File: src/design/ccs_pkg.sv
// shared types, constants and calendar helpers for the calendar clock
package ccs_pkg;

    // knob sample resolution
    localparam int KNOB_BITS = 10;

    // field widths
    localparam int KIND_W   = 2;
    localparam int ADC_W    = 10;
    localparam int YEAR_W   = 12;
    localparam int MONTH_W  = 4;
    localparam int DAY_W    = 5;
    localparam int HOUR_W   = 5;
    localparam int MINUTE_W = 6;
    localparam int SECOND_W = 6;
    localparam int HUND_W   = 7;
    localparam int PHASE_W  = 3;

    // widest knob span (the year field, 200 values)
    localparam int SPAN_W = 8;

    // item kinds
    localparam logic [KIND_W-1:0] KIND_TICK    = 2'd0;
    localparam logic [KIND_W-1:0] KIND_SAMPLE  = 2'd1;
    localparam logic [KIND_W-1:0] KIND_CONFIRM = 2'd2;
    localparam logic [KIND_W-1:0] KIND_START   = 2'd3;

    // phase codes
    localparam logic [PHASE_W-1:0] PH_YEAR   = 3'd0;
    localparam logic [PHASE_W-1:0] PH_MONTH  = 3'd1;
    localparam logic [PHASE_W-1:0] PH_DAY    = 3'd2;
    localparam logic [PHASE_W-1:0] PH_HOUR   = 3'd3;
    localparam logic [PHASE_W-1:0] PH_MINUTE = 3'd4;
    localparam logic [PHASE_W-1:0] PH_SECOND = 3'd5;
    localparam logic [PHASE_W-1:0] PH_READY  = 3'd6;
    localparam logic [PHASE_W-1:0] PH_RUN    = 3'd7;

    // calendar limits and reset values
    localparam logic [YEAR_W-1:0]  YEAR_LO    = 12'd1900;
    localparam logic [YEAR_W-1:0]  YEAR_HI    = 12'd2099;
    localparam logic [YEAR_W-1:0]  YEAR_RESET = 12'd2026;
    localparam logic [MONTH_W-1:0] MONTH_HI   = 4'd12;
    localparam logic [HUND_W-1:0]  HUND_MOD   = 7'd100;
    localparam logic [SECOND_W-1:0] SEC_MOD   = 6'd60;
    localparam logic [MINUTE_W-1:0] MIN_MOD   = 6'd60;
    localparam logic [HOUR_W-1:0]  HOUR_MOD   = 5'd24;

    // input item
    typedef struct packed {
        logic [KIND_W-1:0] kind;
        logic [ADC_W-1:0]  adc_value;
    } in_item_t;

    // result item, also the shape of the clock state
    typedef struct packed {
        logic [YEAR_W-1:0]   year;
        logic [MONTH_W-1:0]  month;
        logic [DAY_W-1:0]    day;
        logic [HOUR_W-1:0]   hour;
        logic [MINUTE_W-1:0] minute;
        logic [SECOND_W-1:0] second;
        logic [HUND_W-1:0]   hundredths;
        logic [PHASE_W-1:0]  phase;
    } out_item_t;

    // leap rule; the year always stays in 1900..2099, where 1900 is the
    // only century year that is not a leap year
    function automatic logic is_leap(input logic [YEAR_W-1:0] y);
        return (y[1:0] == 2'b00) && (y != YEAR_LO);
    endfunction

    // days in a month, 31 for a month code out of range
    function automatic logic [DAY_W-1:0] month_days(input logic [YEAR_W-1:0] y,
                                                    input logic [MONTH_W-1:0] m);
        logic [DAY_W-1:0] len;
        unique case (m) inside
            4'd2:                     len = is_leap(y) ? 5'd29 : 5'd28;
            4'd4, 4'd6, 4'd9, 4'd11: len = 5'd30;
            default:                  len = 5'd31;
        endcase
        return len;
    endfunction

endpackage

File: src/design/ccs_knob.sv
// knob mapper: lo + adc*span >> KNOB_BITS, clamped to hi
module ccs_knob (
    input  logic [ccs_pkg::KNOB_BITS-1:0] adc,
    input  logic [ccs_pkg::YEAR_W-1:0]    lo,
    input  logic [ccs_pkg::YEAR_W-1:0]    hi,
    output logic [ccs_pkg::YEAR_W-1:0]    value
);

    localparam int PROD_W = ccs_pkg::KNOB_BITS + ccs_pkg::SPAN_W;

    logic [ccs_pkg::SPAN_W-1:0] span;
    logic [PROD_W-1:0]          prod;
    logic [ccs_pkg::SPAN_W-1:0] scaled;
    logic [ccs_pkg::YEAR_W-1:0] sum;

    // span of the field and the scaled sample
    assign span   = ccs_pkg::SPAN_W'(hi - lo + 12'd1);
    assign prod   = PROD_W'(adc) * PROD_W'(span);
    assign scaled = prod[PROD_W-1:ccs_pkg::KNOB_BITS];

    // offset and clamp
    assign sum   = lo + ccs_pkg::YEAR_W'(scaled);
    assign value = (sum > hi) ? hi : sum;

endmodule

File: src/design/ccs_step.sv
// next clock state for one item: tick cascade, knob setting, phase steps
module ccs_step (
    input  ccs_pkg::in_item_t  item,
    input  ccs_pkg::out_item_t cur,
    output ccs_pkg::out_item_t nxt
);

    logic [ccs_pkg::KNOB_BITS-1:0] knob;
    logic [ccs_pkg::YEAR_W-1:0]    knob_lo;
    logic [ccs_pkg::YEAR_W-1:0]    knob_hi;
    logic [ccs_pkg::YEAR_W-1:0]    knob_val;
    logic [ccs_pkg::DAY_W-1:0]     cur_len;

    logic [ccs_pkg::HUND_W-1:0]   hund_inc;
    logic [ccs_pkg::SECOND_W-1:0] sec_inc;
    logic [ccs_pkg::MINUTE_W-1:0] min_inc;
    logic [ccs_pkg::HOUR_W-1:0]   hour_inc;
    logic [ccs_pkg::DAY_W:0]      day_inc;
    logic [ccs_pkg::MONTH_W-1:0]  month_inc;
    logic [ccs_pkg::YEAR_W-1:0]   year_inc;

    // only the low knob bits of the sample count
    assign knob    = ccs_pkg::KNOB_BITS'(item.adc_value);
    assign cur_len = ccs_pkg::month_days(cur.year, cur.month);

    // field range for the phase being set
    always_comb
    begin
        unique case (cur.phase)
            ccs_pkg::PH_YEAR:
            begin
                knob_lo = ccs_pkg::YEAR_LO;
                knob_hi = ccs_pkg::YEAR_HI;
            end
            ccs_pkg::PH_MONTH:
            begin
                knob_lo = 12'd1;
                knob_hi = ccs_pkg::YEAR_W'(ccs_pkg::MONTH_HI);
            end
            ccs_pkg::PH_DAY:
            begin
                knob_lo = 12'd1;
                knob_hi = ccs_pkg::YEAR_W'(cur_len);
            end
            ccs_pkg::PH_HOUR:
            begin
                knob_lo = 12'd0;
                knob_hi = 12'd23;
            end
            default:
            begin
                knob_lo = 12'd0;
                knob_hi = 12'd59;
            end
        endcase
    end

    ccs_knob u_knob (
        .adc   (knob),
        .lo    (knob_lo),
        .hi    (knob_hi),
        .value (knob_val)
    );

    // incremented fields for the cascade
    assign hund_inc  = cur.hundredths + 7'd1;
    assign sec_inc   = cur.second + 6'd1;
    assign min_inc   = cur.minute + 6'd1;
    assign hour_inc  = cur.hour + 5'd1;
    assign day_inc   = {1'b0, cur.day} + 6'd1;
    assign month_inc = cur.month + 4'd1;
    assign year_inc  = cur.year + 12'd1;

    // state update by item kind
    always_comb
    begin
        nxt = cur;
        unique case (item.kind)
            ccs_pkg::KIND_TICK:
            begin
                if (cur.phase == ccs_pkg::PH_RUN)
                begin
                    if (hund_inc < ccs_pkg::HUND_MOD)
                        nxt.hundredths = hund_inc;
                    else
                    begin
                        nxt.hundredths = '0;
                        if (sec_inc < ccs_pkg::SEC_MOD)
                            nxt.second = sec_inc;
                        else
                        begin
                            nxt.second = '0;
                            if (min_inc < ccs_pkg::MIN_MOD)
                                nxt.minute = min_inc;
                            else
                            begin
                                nxt.minute = '0;
                                if (hour_inc < ccs_pkg::HOUR_MOD)
                                    nxt.hour = hour_inc;
                                else
                                begin
                                    nxt.hour = '0;
                                    if (day_inc <= {1'b0, cur_len})
                                        nxt.day = day_inc[ccs_pkg::DAY_W-1:0];
                                    else
                                    begin
                                        nxt.day = 5'd1;
                                        if (month_inc <= ccs_pkg::MONTH_HI)
                                            nxt.month = month_inc;
                                        else
                                        begin
                                            nxt.month = 4'd1;
                                            nxt.year  = (year_inc > ccs_pkg::YEAR_HI)
                                                        ? ccs_pkg::YEAR_LO : year_inc;
                                        end
                                    end
                                end
                            end
                        end
                    end
                end
            end
            ccs_pkg::KIND_SAMPLE:
            begin
                case (cur.phase)
                    ccs_pkg::PH_YEAR:   nxt.year   = knob_val;
                    ccs_pkg::PH_MONTH:  nxt.month  = ccs_pkg::MONTH_W'(knob_val);
                    ccs_pkg::PH_DAY:    nxt.day    = ccs_pkg::DAY_W'(knob_val);
                    ccs_pkg::PH_HOUR:   nxt.hour   = ccs_pkg::HOUR_W'(knob_val);
                    ccs_pkg::PH_MINUTE: nxt.minute = ccs_pkg::MINUTE_W'(knob_val);
                    ccs_pkg::PH_SECOND: nxt.second = ccs_pkg::SECOND_W'(knob_val);
                    default:            ;
                endcase
            end
            ccs_pkg::KIND_CONFIRM:
            begin
                if (cur.phase < ccs_pkg::PH_SECOND)
                    nxt.phase = cur.phase + 3'd1;
                else if (cur.phase == ccs_pkg::PH_SECOND)
                begin
                    nxt.hundredths = '0;
                    nxt.phase      = ccs_pkg::PH_READY;
                end
            end
            default:
            begin
                if (cur.phase == ccs_pkg::PH_READY)
                begin
                    nxt.hundredths = '0;
                    nxt.phase      = ccs_pkg::PH_RUN;
                end
            end
        endcase
    end

endmodule

File: src/design/calendar_clock_with_setting_core.sv
// calendar clock core: input register, state update and result register
// an accepted item waits in the input register until the result register is free
// or emptying, and then its updated state is registered in the result register
// throughput: one item per cycle while the result register is not stalled
// reset: rst_n clears both stages and loads 2026-01-01 00:00:00.00, setting year
module calendar_clock_with_setting_core (
    input  logic               clk,
    input  logic               rst_n,
    input  logic               item_valid,
    output logic               item_ready,
    input  ccs_pkg::in_item_t  item,
    output logic               result_valid,
    input  logic               result_ready,
    output ccs_pkg::out_item_t result
);

    logic               in_valid_reg;
    ccs_pkg::in_item_t  in_item_reg;
    ccs_pkg::out_item_t state_reg;
    ccs_pkg::out_item_t state_next;
    logic               out_valid_reg;
    ccs_pkg::out_item_t out_item_reg;
    logic               advance;

    // the held item moves on when the result register is free or emptying
    assign advance    = in_valid_reg && (!out_valid_reg || result_ready);
    assign item_ready = !in_valid_reg || advance;

    // input register
    always_ff @(posedge clk or negedge rst_n)
    begin
        if (!rst_n)
            in_valid_reg <= 1'b0;
        else if (item_ready)
            in_valid_reg <= item_valid;
    end

    always_ff @(posedge clk)
    begin
        if (item_ready && item_valid)
            in_item_reg <= item;
    end

    ccs_step u_step (
        .item (in_item_reg),
        .cur  (state_reg),
        .nxt  (state_next)
    );

    // clock state
    always_ff @(posedge clk or negedge rst_n)
    begin
        if (!rst_n)
        begin
            state_reg.year       <= ccs_pkg::YEAR_RESET;
            state_reg.month      <= 4'd1;
            state_reg.day        <= 5'd1;
            state_reg.hour       <= '0;
            state_reg.minute     <= '0;
            state_reg.second     <= '0;
            state_reg.hundredths <= '0;
            state_reg.phase      <= ccs_pkg::PH_YEAR;
        end
        else if (advance)
            state_reg <= state_next;
    end

    // result register
    always_ff @(posedge clk or negedge rst_n)
    begin
        if (!rst_n)
            out_valid_reg <= 1'b0;
        else if (advance)
            out_valid_reg <= 1'b1;
        else if (result_ready)
            out_valid_reg <= 1'b0;
    end

    always_ff @(posedge clk)
    begin
        if (advance)
            out_item_reg <= state_next;
    end

    assign result_valid = out_valid_reg;
    assign result       = out_item_reg;

    // the phase only ever moves forward
    a_phase_fwd: assert property (@(posedge clk) disable iff (!rst_n)
        1'b1 |=> state_reg.phase >= $past(state_reg.phase))
        else $error("phase moved backward");

    // state changes only when an item is processed
    a_state_hold: assert property (@(posedge clk) disable iff (!rst_n)
        !advance |=> $stable(state_reg))
        else $error("state changed without an item");

    // a fresh result shows the updated state
    a_result_state: assert property (@(posedge clk) disable iff (!rst_n)
        advance |=> (out_item_reg == state_reg) && out_valid_reg)
        else $error("result differs from state");

    // hundredths stay below one hundred
    a_hund_range: assert property (@(posedge clk) disable iff (!rst_n)
        state_reg.hundredths < ccs_pkg::HUND_MOD)
        else $error("hundredths out of range");

    // input stalls only behind a full, stalled result register
    a_stall_cause: assert property (@(posedge clk) disable iff (!rst_n)
        !item_ready |-> in_valid_reg && out_valid_reg && !result_ready)
        else $error("input stalled without cause");

endmodule
File: config.mk
export PLATFORM = sky130hd
export DESIGN_NAME = calendar_clock_with_setting_core
export DESIGN_NICKNAME = d
export VERILOG_FILES = /design/src/design/ccs_pkg.sv /design/src/design/ccs_knob.sv /design/src/design/ccs_step.sv /design/src/design/calendar_clock_with_setting_core.sv
export SDC_FILE = /design/constraint.sdc
export NUM_CORES = 1
export LEC_CHECK = 0
export BUFFER_PORTS_ARGS = -buffer_cell sky130_fd_sc_hd__clkbuf_2
export CAP_MARGIN = 20
export CORE_MARGIN = 1
export CORE_UTILIZATION = 68
export DETAILED_ROUTE_END_ITERATION = 6
export PLACE_DENSITY_LB_ADDON = 0.1
export REMOVE_ABC_BUFFERS = 1
export SYNTH_ARGS = -nofsm -noshare
export SYNTH_HDL_FRONTEND = slang
export SYNTH_SLANG_ARGS = --single-unit
File: constraint.sdc
create_clock -name clk -period 28 [get_ports clk]
set_input_delay 2.8 -clock clk [delete_from_list [all_inputs] [get_ports clk]]
set_output_delay 2.8 -clock clk [all_outputs]
set_load 0.1 [all_outputs]
==> impl_metrics.csv <==
group,metric,value,unit
clock_network,clock_sinks,110,
setup_path,crit_top_cell,"ha_1",
floorplanning,coreArea,0.0147,mm²
run,cap_viol_max_count,0,
global_routing,grt_max_degree,75,
clock_network,h-tree-depth,3,
global_routing,grtUsageTotal,0.350,
global_routing,grt_pass1_wl,44100,µm
synth,synth.yosys.seq_area_share,0.296,
layout,fill_cells,1108,
placement,port_buffers,65,
synth,synth_edf_count,60,
outcome,outcome,"complete, but fails checks",
floorplanning,start_util,0.705,
setup_path,cp.arrival,12830,ps
route,drt_wl_total,26900,µm
floorplanning,die_x,125,µm
global_routing,grt-ovfl-total,0,
clock_network,clkLatencyLatePin,370,ps
layout,n_antenna_cell,0,
layout,fin_nets,1340,
outcome,violations,"design-rule violations",
synth,synth_common_cells,"nand2_1, inv_1, ha_1, o21ai_0, nor2_1",
setup_path,start_kind,"flip-flop",
setup_path,rrSetupSlack,15260,ps
worst_hold_path,hold_start,"in_valid_reg$_DFFE_PN0N_",
worst_hold_path,hold_path_depth,1,
synth,ys_types,89,
synth,synth_top_area_share,0.174,
floorplanning,row_count,44,
layout,syn_to_final_growth,6.36,%
placement,dp_hpwl,19300,µm
synth,ys_ff_latch,110,
clock_network,cts-root-buf,"clkbuf_16",
route,wl_per_cell,19.3,µm
clock_network,post_cts_resized,0,
synth,yosysMostFrequentCell,"nand2_1",
route,vias_per_cell,6.77,
setup_path,r2r_cells,44,
setup_path,end_kind,"flip-flop",
synth,async_flop_share,0.455,
synth,synth_area_leaders,"edfxtp_1, dfrtp_1, fa_1",
timing,max_freq,0.0785,GHz
route,antenna_left,0,
setup_path,cp_max_fo,16,
global_routing,grt_pass1_vias,8726,
clock_network,ctsHoldBuffers,0,
layout,drive_gt1_frac,0.108,
clock_network,clk_pin_slew,80,ps
setup_path,r2r_start,"state_reg[2]$_DFFE_PN0P_",
placement,dpl_cell_area,0.0107,mm²
layout,final_area,0.0110,mm²
setup_path,max_stage_delay,750,ps
route,firstDrtPassIters,7,
clock_network,clk_path_buf_depth,2,
synth,synth_area,0.0104,mm²
floorplanning,die_h,125,µm
timing,rsz0062_at_grt,"no",
timing,finalHoldViolCount,0,
timing,worst_pin_slew,998,ps
timing,period_share,0.455,
clock_network,cts_tree,"yes",
timing,setup_viol,0,
timing,final_max_slew_viol_count,0,
timing,relSlewSlack,0.328,
route,first_iter_violations,1229,
synth,ys_warn_count,0,
synth,avgSynthCellArea,8.77,µm²
timing,min_period,12740,ps
setup_path,crit_type,"reg2reg",
timing,whs,513,ps
synth,ys.flop_type,"edfxtp_1",
setup_path,slowest_stage,"mux2i_1",
setup_path,r2r_end,"result[12]$_DFFE_PP_",
synth,synth_top_area_cell,"edfxtp_1",
timing,clock_skew,15.5,ps
worst_hold_path,hold_end,"result_valid$_DFFE_PN0P_",
worst_hold_path,hp-class,"reg2reg",
floorplanning,dieArea,0.0157,mm²
floorplanning,boundaryPins,66,
clock_network,cts_buffers,9,
route,vias,9429,
timing,fin_tns_setup,0,ps
synth,synth_cells,1182,
route,route.detailed.drc,5,
setup_path,worst_ep_required_time,28090,ps
clock_network,cts_setup_buffers,0,
global_routing,antenna_found_initial,0,
placement,gp_congestion,0.940,
cells by family (layout without fill, tap and decap cells):
| family | Yosys count | count (layout) | synth area share |
|---|---|---|---|
| mux | 16 | 16 | 0.0161 |
| fa+ha+maj | 121 | 121 | 0.180 |
| buf+inv | 146 | 172 | 0.0559 |
| simple gates | 438 | 438 | 0.212 |
| flops | 110 | 110 | 0.296 |
| compound gates | 323 | 323 | 0.217 |
| xor+xnor | 28 | 28 | 0.0237 |
stage by stage:
| step | std cells | worst slack (ps) | util |
|---|---|---|---|
| 2_1_floorplan | 1120 | 17490 | - |
| 3_3_place_gp | 1376 | 15960 | 0.729 |
| 5_1_grt | 1392 | 14480 | 0.750 |
| 3_5_place_dp | 1376 | 15560 | 0.729 |
| 4_1_cts | 1392 | 15490 | 0.750 |
| 6_report | 1392 | 15260 | 0.750 |
cell usage in the layout (no fill, tap or decap), types with 5 or more instances in the layout:
cell,netlist,routed
nand2_1,149,149
inv_1,82,82
o21ai_0,74,74
ha_1,74,74
nor2_1,68,68
clkbuf_2,1,65
edfxtp_1,60,60
a21oi_1,57,57
and2_1,56,56
fa_1,47,47
nand3_1,44,44
dfrtp_1,40,40
o221ai_1,32,32
o211ai_1,29,29
nor3_1,23,23
nor2b_1,21,21
xnor2_1,15,15
a22oi_1,14,14
xor2_1,13,13
nand4_1,11,11
mux2i_1,11,11
and3_1,10,10
dfstp_2,10,10
nand2b_1,9,9
or3_1,9,9
o22ai_1,9,9
a31oi_1,9,9
clkbuf_16,0,9
a21o_1,8,8
a22o_1,8,8
buf_4,2,7
nor4_1,6,6
a211oi_1,6,6
or2_2,6,6
o21a_1,5,5
a32oi_1,5,5
o21ai_1,5,5
o31a_1,5,5
mux2_2,5,5
worst max-delay path: cells and delay by family (launching register included):
kind                       cells  cell delay, ps
adders and majority gates      9            3630
AOI/OAI and AO/OA             15            3330
and+or+nand+nor               11            2180
muxes                          3            1200
buffers and inverters          4             840
DFF                            1             630
xor gates and xnor gates       2             630
routing by layer:
metal / GRT usage / vias to the layer above / routed length [µm]
met5: 0 / - / 0
met4: 0.121 / 0 / 690
met3: 0.0565 / 74 / 2470
met2: 0.554 / 536 / 12600
met1: 0.492 / 4471 / 11100
li1: - / 4348 / -
area by class of cell:
class / instances / area [µm²] / area share
flip-flops and latches: 110 / 3070 / 0.278
multi-input cells: 926 / 6720 / 0.610
repair buffers: 72 / 378 / 0.0343
clock inverters: 6 / 86.3 / 0.00783
well taps: 184 / 230 / 0.0209
inverters: 84 / 315 / 0.0286
clock buffers: 10 / 229 / 0.0208
worst max path at each step:
stage | startpoint | to | slack, ps | cells past startpoint
final | state_reg[2]$_DFFE_PN0P_ | result[12]$_DFFE_PP_ | 15260 | 44
after global routing | state_reg[2]$_DFFE_PN0P_ | result[12]$_DFFE_PP_ | 14480 | 40
after CTS | state_reg[2]$_DFFE_PN0P_ | result[12]$_DFFE_PP_ | 15490 | 44
after detailed placement | state_reg[2]$_DFFE_PN0P_ | result[12]$_DFFE_PP_ | 15560 | 44
after global placement | state_reg[2]$_DFFE_PN0P_ | result[12]$_DFFE_PP_ | 15960 | 39
after floorplan | state_reg[2]$_DFFE_PN0P_ | result[12]$_DFFE_PP_ | 17490 | 39
Power is left out: the tool's default activity adds up to more than one toggle a clock period on the data nets, which glitch-free logic cannot reach.
